## config.mk

```make
export PLATFORM = sky130hd
export DESIGN_NAME = yuv420_to_argb_rotate_top_flat
export DESIGN_NICKNAME = d
export VERILOG_FILES = /design/src/hdl/yuvrot_pkg.sv /design/src/hdl/yuvrot_ifs.sv /design/src/hdl/yuv420_to_argb_rotate_top.sv /design/src/flat_wrapper.sv
export VERILOG_INCLUDE_DIRS = /design/src /design/src/hdl
export SDC_FILE = /design/constraint.sdc
export NUM_CORES = 1
export LEC_CHECK = 0
export BUFFER_PORTS_ARGS = -buffer_cell sky130_fd_sc_hd__clkbuf_2
export CORE_ASPECT_RATIO = 1.5
export CORE_MARGIN = 2
export CORE_UTILIZATION = 48
export CTS_CLUSTER_DIAMETER = 100
export DETAILED_ROUTE_END_ITERATION = 16
export GPL_TIMING_DRIVEN = 0
export PLACE_DENSITY = 0.68
export SLEW_MARGIN = 0
export SYNTH_ARGS = -nofsm -noshare
export SYNTH_HDL_FRONTEND = slang
export SYNTH_SLANG_ARGS = --single-unit
```

## constraint.sdc

```tcl
create_clock -name clk -period 4.8 [get_ports clk]
set_input_delay 0.72 -clock clk [delete_from_list [all_inputs] [get_ports clk]]
set_output_delay 0.72 -clock clk [all_outputs]
set_load 0.03 [all_outputs]
```

## src/hdl/yuv420_to_argb_rotate_top_defines.svh

```systemverilog
// Assertion macros for the YUV to ARGB rotation block.
`ifndef YUV420_TO_ARGB_ROTATE_TOP_DEFINES_SVH
`define YUV420_TO_ARGB_ROTATE_TOP_DEFINES_SVH

// Property checked on every rising clock edge outside reset.
`define YR_ASSERT(lbl, prop, msg) \
	lbl: assert property (@(posedge clk) disable iff (!arst_n) prop) else $error(msg);

// Condition in one cycle implies a condition in the next cycle.
`define YR_NEXT(lbl, pre, post, msg) \
	`YR_ASSERT(lbl, (pre) |=> (post), msg)

`endif

```

## src/hdl/yuvrot_pkg.sv

```systemverilog
// Shared types, widths and constants of the YUV to ARGB rotation block.
package yuvrot_pkg;

	localparam int MaxDim    = 4096;
	localparam int MaxStride = 8192;

	localparam int ChanW   = 8;
	localparam int CoordW  = $clog2(MaxDim);
	localparam int DimW    = $clog2(MaxDim) + 1;
	localparam int StrideW = $clog2(MaxStride) + 1;
	localparam int IdxW    = 26;
	localparam int ArgbW   = 32;
	localparam int AddrW   = 4;
	localparam int DataW   = 32;

	// Fixed-point arithmetic of the color conversion.
	localparam int ChromaW   = ChanW + 1;
	localparam int FracW     = 16;
	localparam int ProdW     = 25;
	localparam int SumW      = 26;
	localparam int ChromaOfs = 128;
	localparam int ChanMax   = 255;

	localparam logic signed [ProdW-1:0] CoefRv = ProdW'(91881);
	localparam logic signed [ProdW-1:0] CoefGu = ProdW'(22554);
	localparam logic signed [ProdW-1:0] CoefGv = ProdW'(46802);
	localparam logic signed [ProdW-1:0] CoefBu = ProdW'(116130);
	localparam logic [ChanW-1:0]        AlphaOpaque = 8'hFF;

	localparam logic [DimW-1:0]    FrameWidthRst  = DimW'(1920);
	localparam logic [DimW-1:0]    FrameHeightRst = DimW'(1080);
	localparam logic [StrideW-1:0] DestStrideRst  = StrideW'(1920);

	typedef enum logic [1:0] {
		RotNone,
		Rot90,
		Rot180,
		Rot270
	} rot_t;

	typedef enum logic [1:0] {
		RegFrameWidth,
		RegFrameHeight,
		RegRotation,
		RegDestStride
	} reg_idx_t;

endpackage

```

## src/hdl/yuvrot_ifs.sv

```systemverilog
// Valid/ready channel interfaces for pixels in and converted pixels out.
interface yuvrot_in_if import yuvrot_pkg::*; ();
	logic              valid;
	logic              ready;
	logic [ChanW-1:0]  luma;
	logic [ChanW-1:0]  chroma_blue;
	logic [ChanW-1:0]  chroma_red;
	logic [CoordW-1:0] column;
	logic [CoordW-1:0] line;

	modport source (output valid, luma, chroma_blue, chroma_red, column, line, input ready);
	modport sink (input valid, luma, chroma_blue, chroma_red, column, line, output ready);
endinterface

interface yuvrot_out_if import yuvrot_pkg::*; ();
	logic             valid;
	logic             ready;
	logic [ArgbW-1:0] argb_pixel;
	logic [IdxW-1:0]  dest_index;
	logic [DimW-1:0]  rotated_width;
	logic [DimW-1:0]  rotated_height;

	modport source (output valid, argb_pixel, dest_index, rotated_width, rotated_height,
		input ready);
	modport sink (input valid, argb_pixel, dest_index, rotated_width, rotated_height,
		output ready);
endinterface

```

## src/hdl/yuv420_to_argb_rotate_top.sv

```systemverilog
// Top level: BT.601 YUV to ARGB conversion with rotated destination index.
//
//   channel   kind        carries
//   pixel     sink        luma, chroma_blue, chroma_red, column, line
//   result    source      argb_pixel, dest_index, rotated_width, rotated_height
//   apb       cfg slave   frame_width, frame_height, rotation, dest_stride
//
// Three register stages: chroma products, channel sums with index multiply,
// then clamp, pack and index add into the output register.
// One pixel per cycle while the result side does not hold the output off.
// Each stage advances when it is empty or the next one advances, so bubbles
// collapse; while a result waits at the output the input stays ready until
// all three stages hold an item.
// Reset clears the valid bits and restores the configuration defaults.
`include "yuv420_to_argb_rotate_top_defines.svh"

module yuv420_to_argb_rotate_top import yuvrot_pkg::*; (
	input  logic             clk,
	input  logic             arst_n,
	input  logic             psel,
	input  logic             penable,
	input  logic             pwrite,
	input  logic [AddrW-1:0] paddr,
	input  logic [DataW-1:0] pwdata,
	output logic [DataW-1:0] prdata,
	output logic             pready,
	yuvrot_in_if.sink        pixel,
	yuvrot_out_if.source     result
);

	localparam int QW = SumW - FracW;

	// Configuration: raw values for readback plus saturated forms.
	logic [DimW-1:0]    fw_q, fh_q, wsat_q, hsat_q;
	logic [CoordW-1:0]  wm1_q, hm1_q;
	logic [StrideW-1:0] stride_q, ssat_q;
	rot_t               rot_q;
	reg_idx_t           reg_idx;
	logic               wr_en;

	// Pipeline handshake.
	logic v1_s1, v2_s2, v3_s3;
	logic en1, en2, en3;

	// Stage 1.
	logic [ChanW-1:0]        y_s1;
	logic signed [ProdW-1:0] rv_s1, gu_s1, gv_s1, bu_s1;
	logic [CoordW-1:0]       mul_a_s1, add_b_s1;

	// Stage 2.
	logic signed [SumW-1:0] r_s2, g_s2, b_s2;
	logic [IdxW-1:0]        prod_s2;
	logic [CoordW-1:0]      add_b_s2;

	// Stage 3 / output register.
	logic [ArgbW-1:0] argb_s3;
	logic [IdxW-1:0]  idx_s3;

	// Input-side combinational signals.
	logic signed [ChromaW-1:0] u_in, v_in;
	logic [CoordW-1:0]         x_c, y_c, x_i, y_i, mul_a, add_b;
	logic signed [SumW-1:0]    luma_term;
	logic                      swap;

	function automatic logic [DimW-1:0] sat_dim(input logic [DimW-1:0] v);
		logic [DimW-1:0] r;
		if (v == '0) r = DimW'(1);
		else if (v > DimW'(MaxDim)) r = DimW'(MaxDim);
		else r = v;
		return r;
	endfunction

	function automatic logic [StrideW-1:0] sat_stride(input logic [StrideW-1:0] v);
		logic [StrideW-1:0] r;
		if (v == '0) r = StrideW'(1);
		else if (v > StrideW'(MaxStride)) r = StrideW'(MaxStride);
		else r = v;
		return r;
	endfunction

	// Floor of v / 2^16, clamped to a byte.
	function automatic logic [ChanW-1:0] clamp_chan(input logic signed [SumW-1:0] v);
		logic signed [QW-1:0] q;
		logic [ChanW-1:0]     r;
		q = QW'(v >>> FracW);
		if (q < 0) r = '0;
		else if (q > $signed(QW'(ChanMax))) r = ChanW'(ChanMax);
		else r = q[ChanW-1:0];
		return r;
	endfunction

	// Configuration port.
	assign pready  = 1'b1;
	assign wr_en   = psel & penable & pwrite & pready;
	assign reg_idx = reg_idx_t'(paddr[AddrW-1:2]);

	always_ff @(posedge clk or negedge arst_n) begin
		if (!arst_n) begin
			fw_q     <= FrameWidthRst;
			fh_q     <= FrameHeightRst;
			wsat_q   <= FrameWidthRst;
			hsat_q   <= FrameHeightRst;
			wm1_q    <= CoordW'(FrameWidthRst - DimW'(1));
			hm1_q    <= CoordW'(FrameHeightRst - DimW'(1));
			rot_q    <= RotNone;
			stride_q <= DestStrideRst;
			ssat_q   <= DestStrideRst;
		end else if (wr_en) begin
			unique case (reg_idx)
				RegFrameWidth: begin
					fw_q   <= pwdata[DimW-1:0];
					wsat_q <= sat_dim(pwdata[DimW-1:0]);
					wm1_q  <= CoordW'(sat_dim(pwdata[DimW-1:0]) - DimW'(1));
				end
				RegFrameHeight: begin
					fh_q   <= pwdata[DimW-1:0];
					hsat_q <= sat_dim(pwdata[DimW-1:0]);
					hm1_q  <= CoordW'(sat_dim(pwdata[DimW-1:0]) - DimW'(1));
				end
				RegRotation: begin
					rot_q <= rot_t'(pwdata[1:0]);
				end
				RegDestStride: begin
					stride_q <= pwdata[StrideW-1:0];
					ssat_q   <= sat_stride(pwdata[StrideW-1:0]);
				end
			endcase
		end
	end

	always_comb begin
		unique case (reg_idx)
			RegFrameWidth:  prdata = DataW'(fw_q);
			RegFrameHeight: prdata = DataW'(fh_q);
			RegRotation:    prdata = DataW'(rot_q);
			RegDestStride:  prdata = DataW'(stride_q);
		endcase
	end

	// Stall chain: a stage advances when empty or when the next one advances.
	assign en3         = !v3_s3 || result.ready;
	assign en2         = !v2_s2 || en3;
	assign en1         = !v1_s1 || en2;
	assign pixel.ready = en1;

	always_ff @(posedge clk or negedge arst_n) begin
		if (!arst_n) begin
			v1_s1 <= 1'b0;
			v2_s2 <= 1'b0;
			v3_s3 <= 1'b0;
		end else begin
			if (en1) v1_s1 <= pixel.valid;
			if (en2) v2_s2 <= v1_s1;
			if (en3) v3_s3 <= v2_s2;
		end
	end

	// Stage 1 inputs: chroma offsets and rotation operands.
	assign u_in = $signed({1'b0, pixel.chroma_blue}) - ChromaW'(ChromaOfs);
	assign v_in = $signed({1'b0, pixel.chroma_red}) - ChromaW'(ChromaOfs);
	assign x_c  = (pixel.column > wm1_q) ? wm1_q : pixel.column;
	assign y_c  = (pixel.line > hm1_q) ? hm1_q : pixel.line;
	assign x_i  = wm1_q - x_c;
	assign y_i  = hm1_q - y_c;

	always_comb begin
		case (rot_q)
			RotNone: begin
				mul_a = y_c;
				add_b = x_c;
			end
			Rot90: begin
				mul_a = x_c;
				add_b = y_i;
			end
			Rot180: begin
				mul_a = y_i;
				add_b = x_i;
			end
			Rot270: begin
				mul_a = x_i;
				add_b = y_c;
			end
		endcase
	end

	always_ff @(posedge clk) begin
		if (en1) begin
			y_s1     <= pixel.luma;
			rv_s1    <= ProdW'(v_in) * CoefRv;
			gu_s1    <= ProdW'(u_in) * CoefGu;
			gv_s1    <= ProdW'(v_in) * CoefGv;
			bu_s1    <= ProdW'(u_in) * CoefBu;
			mul_a_s1 <= mul_a;
			add_b_s1 <= add_b;
		end
	end

	// Stage 2: channel sums in signed 10.16 and the row multiply.
	assign luma_term = $signed(SumW'({y_s1, {FracW{1'b0}}}));

	always_ff @(posedge clk) begin
		if (en2) begin
			r_s2     <= luma_term + SumW'(rv_s1);
			g_s2     <= luma_term - SumW'(gu_s1) - SumW'(gv_s1);
			b_s2     <= luma_term + SumW'(bu_s1);
			prod_s2  <= IdxW'(mul_a_s1) * IdxW'(ssat_q);
			add_b_s2 <= add_b_s1;
		end
	end

	// Stage 3: clamp, pack and finish the index.
	always_ff @(posedge clk) begin
		if (en3) begin
			argb_s3 <= {AlphaOpaque, clamp_chan(r_s2), clamp_chan(g_s2), clamp_chan(b_s2)};
			idx_s3  <= prod_s2 + IdxW'(add_b_s2);
		end
	end

	// The user must change the frame size only while idle; the block does not enforce it and takes it from the registers.
	assign swap = (rot_q == Rot90) || (rot_q == Rot270);

	assign result.valid          = v3_s3;
	assign result.argb_pixel     = argb_s3;
	assign result.dest_index     = idx_s3;
	assign result.rotated_width  = swap ? hsat_q : wsat_q;
	assign result.rotated_height = swap ? wsat_q : hsat_q;

	`YR_ASSERT(a_ready_when_drained, !result.valid |-> pixel.ready, "input stalled with empty output")
	`YR_ASSERT(a_alpha_opaque, result.valid |-> (result.argb_pixel[31:24] == AlphaOpaque), "alpha not opaque")
	`YR_NEXT(a_stage2_advance, v2_s2 && !result.valid, result.valid, "stage 2 item did not advance")

endmodule

```

## src/flat_wrapper.sv

```systemverilog
// flat-port wrapper written by rule: the top's interface ports become plain ports
module yuv420_to_argb_rotate_top_flat import yuvrot_pkg::*;
  (clk, arst_n, psel, penable, pwrite, paddr, pwdata, prdata, pready, pixel_valid, pixel_luma, pixel_chroma_blue, pixel_chroma_red, pixel_column, pixel_line, pixel_ready, result_valid, result_argb_pixel, result_dest_index, result_rotated_width, result_rotated_height, result_ready);
  yuvrot_in_if pixel_i ();
  yuvrot_out_if result_i ();
  input  logic clk;
  input  logic arst_n;
  input  logic psel;
  input  logic penable;
  input  logic pwrite;
  input  logic [AddrW-1:0] paddr;
  input  logic [DataW-1:0] pwdata;
  output logic [DataW-1:0] prdata;
  output logic pready;
  input wire logic [$bits(pixel_i.valid)-1:0] pixel_valid;
  input wire logic [$bits(pixel_i.luma)-1:0] pixel_luma;
  input wire logic [$bits(pixel_i.chroma_blue)-1:0] pixel_chroma_blue;
  input wire logic [$bits(pixel_i.chroma_red)-1:0] pixel_chroma_red;
  input wire logic [$bits(pixel_i.column)-1:0] pixel_column;
  input wire logic [$bits(pixel_i.line)-1:0] pixel_line;
  output wire logic [$bits(pixel_i.ready)-1:0] pixel_ready;
  output wire logic [$bits(result_i.valid)-1:0] result_valid;
  output wire logic [$bits(result_i.argb_pixel)-1:0] result_argb_pixel;
  output wire logic [$bits(result_i.dest_index)-1:0] result_dest_index;
  output wire logic [$bits(result_i.rotated_width)-1:0] result_rotated_width;
  output wire logic [$bits(result_i.rotated_height)-1:0] result_rotated_height;
  input wire logic [$bits(result_i.ready)-1:0] result_ready;
  assign pixel_i.valid = pixel_valid;
  assign pixel_i.luma = pixel_luma;
  assign pixel_i.chroma_blue = pixel_chroma_blue;
  assign pixel_i.chroma_red = pixel_chroma_red;
  assign pixel_i.column = pixel_column;
  assign pixel_i.line = pixel_line;
  assign pixel_ready = pixel_i.ready;
  assign result_valid = result_i.valid;
  assign result_argb_pixel = result_i.argb_pixel;
  assign result_dest_index = result_i.dest_index;
  assign result_rotated_width = result_i.rotated_width;
  assign result_rotated_height = result_i.rotated_height;
  assign result_i.ready = result_ready;
  yuv420_to_argb_rotate_top u_core (.clk(clk), .arst_n(arst_n), .psel(psel), .penable(penable), .pwrite(pwrite), .paddr(paddr), .pwdata(pwdata), .prdata(prdata), .pready(pready), .pixel(pixel_i), .result(result_i));
endmodule
```

==> impl_metrics.csv <==
group,metric,value,unit
run_status,status,"finished, violations left",
run_status,violations,"negative setup slack",
floorplanning,num_rows,111,
detailed_routing,drc,0,
timing,rsz0062_at_grt,"yes",
floorplanning,io_pins,210,
timing,hold_viol,0,
floorplanning,die_w,207,um
worst_setup_path,cp-end-kind,"register",
timing,tightest_slew,871,ps
timing,fmax,0.191,GHz
power,p_per_area,673,nW/um^2
detailed_routing,wl,77.5,mm
synth,synth_edf_count,216,
floorplanning,die_area,64100,sq um
worst_setup_path,critPathTopFamily,"adder cells",
run,cap_viol_max_count,0,
placed_design,dp_hpwl,62.9,mm
cts,clk_latency,540,ps
floorplanning,initial_core_util,48.6,%
synth,synth_top_cell_by_area,"edfxtp_1",
cts,clockBufferDepth,3,
synth,ys_warn_count,0,
cts,cts_buffers,35,
cts,htreeDepth,2,
grt,grt_first_pass_wirelength,122,mm
cts,root_buffer,"clkbuf_16",
worst_setup_path,cpMaxStageDelayCell,"fa_1",
cells_and_area,fin_nets,3938,
cells_and_area,syn2layout_area_growth,17.9,%
worst_setup_path,cp_cell_sequence,"buf_2 > nand2_1 > fa_1 > inv_1 > fa_1 > fa_1 > fa_1 > inv_1 > fa_1 > inv_2 > ha_4 > buf_4 > or3_1 > a211o_1 > a31o_2 > a21oi_2 > xnor2_1",
grt,grt_antenna_before_repair,0,
synth,synth_area_leaders,"edfxtp_1, ha_1, fa_1, inv_1, dfrtp_1",
placed_design,place.gp.congestion,0.899,
cts,clk_pin_slew_worst_paths,60,ps
timing,slew_violations,0,
timing,period_needed,5230,ps
placed_design,place_ws,-1080,ps
synth,synth.cell_area,29800,sq um
placed_design,place_area,32300,sq um
power,vdd_ir_drop_max,0.544,mV
worst_setup_path,path_depth,17,
cts,ctsHoldBuffers,0,
worst_setup_path,rr_startpoint,"u_core.ssat_q[13]$_DFFE_PN0P_",
timing,period_share,109,%
worst_setup_path,required,5080,ps
synth,async_flop_share,33.5,%
grt,grt_max_degree,70,
detailed_routing,first_pass_iters,5,
synth,syn_inst,2865,
detailed_routing,wl_per_cell,19.4,um
detailed_routing,vias,21600,
worst_setup_path,worstPathArrival,5510,ps
timing,fin_ws,-427,ps
synth,synth_ff_type,"edfxtp_1",
worst_setup_path,timing.rr.end,"u_core.prod_s2[19]$_DFFE_PP_",
grt,grt_pass1_vias,23400,
synth,synthDistinctLibCells,84,
floorplanning,die_h,309,um
worst_setup_path,criticalPathCategory,"register to register",
detailed_routing,drt_iter0_drc,902,
detailed_routing,final_antenna_net_count,0,
grt,overflow,0,
worst_setup_path,worstPathMaxFanout,10,
min_path,holdCritPathClass,"input pin to asynchronous set/reset pin",
timing,setup_tns,-2980,ps
cells_and_area,drive_gt1_share,21.6,%
worst_setup_path,r2r_slack,-430,ps
synth,yosysSeqAreaShare,31.1,%
worst_setup_path,slowest_delay,520,ps
worst_setup_path,cp-start-kind,"register",
synth,synth_top_area_share,21.8,%
cts,cts_tree,"built",
power,power.leakage,16.9,nW
grt,global_route.usage.total,24.4,%
worst_setup_path,reg2reg_depth,17,
synth,synth_seq_cells,325,
timing,setup_violations,12,
placed_design,numPortBuffers,155,
timing,clock_skew,13.8,ps
detailed_routing,via_per_inst,5.39,
cells_and_area,nFillCells,5148,
worst_setup_path,cpMostUsedCell,"fa_1",
worst_setup_path,crit_buf_inv,5,
timing,slew_headroom,41.8,%
cells_and_area,stdcell_area,35100,sq um
cts,clock_sinks,325,
cells_and_area,n_antenna_cell,0,
synth,synth.avg_cell_area,10.4,sq um
floorplanning,core-area,61200,sq um
## cell usage after synthesis (all sizes together), types with 20 or more instances
cell    number
clkbuf      69
nor2b       20
edfxtp     216
xor2        40
buf         36
nand2      273
and2        71
a211oi      20
mux2i       35
xnor2       95
dfstp       40
dfrtp       69
fa         240
ha         419
nor2       147
mux2        66
inv        472
nor3        36
nand2b      26
a21oi       92
nand3       28
a21o        33
o21ai      121
## sequential cells by signal (all words and copies together), names as in the netlist, 14 cells and up
name                      flops
u_core.stride_q              14
u_core.prod_s2               26
u_core.gv_s1                 17
u_core.ssat_q                14
u_core.result.argb_pixel     24
u_core.rv_s1                 16
u_core.result.dest_index     26
u_core.gu_s1                 24
## worst max path at each step
stage | start | end | slack (ps)
4_1_cts | u_core.mul_a_s1[7]$_DFFE_PP_ | u_core.prod_s2[25]$_DFFE_PP_ | -400
3_3_place_gp | result_ready | u_core.bu_s1[17]$_DFFE_PP_ | -2240
5_1_grt | u_core.mul_a_s1[8]$_DFFE_PP_ | u_core.prod_s2[25]$_DFFE_PP_ | -580
6_report | u_core.ssat_q[13]$_DFFE_PN0P_ | u_core.prod_s2[19]$_DFFE_PP_ | -430
2_1_floorplan | result_ready | u_core.add_b_s1[0]$_DFFE_PP_ | -440
3_5_place_dp | pixel_chroma_red[7] | u_core.rv_s1[24]$_DFFE_PP_ | -1080
## cell families (layout without fill, tap and decap cells)
logic type	after synthesis	in the layout	share of synthesized area [%]
XOR/XNOR	135	135	3.97
other	2	27	0.0252
AO/OA/AOI/OAI	389	389	8.73
buffers and inverters	577	898	7.72
AND/OR/NAND/NOR	669	669	10.4
adder cells (fa/ha/maj)	659	659	33.7
multiplexers	109	109	4.34
flip-flops	325	325	31.1
## power by group
part | internal [mW] | switching, mW
registers | 4.72 | 0.595
clock network | 1.60 | 1.16
logic | 7.06 | 8.52
## area by class of cell
cell class	count	area [sq um]	area share, %
Inverter	472	1790	5.10
Buffer	103	726	2.07
Clock inverter	18	223	0.634
Timing Repair Buffer	263	1900	5.40
Multi-Input combinational cell	1988	19300	55.0
Clock buffer	42	922	2.62
Tap cell	791	990	2.82
Sequential cell	325	9270	26.4
## worst reg2reg max path: cells and delay by family (launching register included)
kind	cells	cell delay, ps
adder cells (fa/ha/maj)	6	2640
XOR/XNOR	1	90
buffers and inverters	5	640
AND/OR/NAND/NOR	2	490
flip-flops	1	470
AO/OA/AOI/OAI	3	650
## routing by layer
metal | global-route usage, % | up-vias | share of wire, %
li1 | - | 10100 | -
met1 | 24.6 | 10700 | 35
met2 | 47.6 | 512 | 55
met3 | 2.91 | 218 | 3.8
met4 | 14.3 | 0 | 6.6
met5 | 0 | - | 0
## per-stage QoR
| stage | hold WS, ps | power [mW] | instances | utilization [%] |
|---|---|---|---|---|
| floorplan | 400 | 15.4 | 2890 | - |
| global route | 214 | 25.7 | 4002 | 57.4 |
| CTS | 182 | 22.8 | 3965 | 56.0 |
| finish | 201 | 23.6 | 4002 | 57.4 |
| global placement | 405 | 18.2 | 3836 | 52.3 |
| detailed placement | 405 | 18.7 | 3847 | 52.7 |
## cell usage in the layout, fill, tap and decap left out, types with 16 or more instances in the layout
| master | synthesis | final |
|---|---|---|
| nand3_1 | 27 | 25 |
| mux2i_1 | 33 | 30 |
| xor2_1 | 40 | 39 |
| buf_6 | 4 | 21 |
| nor2b_1 | 20 | 20 |
| and2_1 | 71 | 61 |
| clkbuf_1 | 69 | 48 |
| o21ai_0 | 108 | 105 |
| ha_1 | 419 | 377 |
| edfxtp_1 | 216 | 216 |
| mux2_2 | 63 | 63 |
| a21oi_1 | 87 | 71 |
| fa_1 | 240 | 229 |
| dfstp_2 | 40 | 40 |
| conb_1 | 2 | 27 |
| ha_4 | 0 | 37 |
| nor2_1 | 144 | 143 |
| a21o_1 | 32 | 31 |
| xnor2_1 | 95 | 92 |
| inv_2 | 1 | 23 |
| a21oi_2 | 4 | 16 |
| buf_4 | 27 | 104 |
| nand2b_1 | 26 | 25 |
| clkbuf_16 | 0 | 38 |
| dfrtp_1 | 69 | 67 |
| clkbuf_2 | 0 | 146 |
| nand2_1 | 273 | 259 |
| nor3_1 | 35 | 34 |
| o21a_1 | 19 | 19 |
| inv_1 | 471 | 443 |
## what timing repair did
item | 4_1_cts | 5_1_grt
endpoints found under the hold margin | 0 | 0
endpoints found under the setup margin | 47 | 39
resized for setup | 105 | 124
gates cloned | 0 | 1
setup buffers | 58 | 38
pin swaps | 64 | 69
No activity file was read; power rests on OpenSTA's default activity.
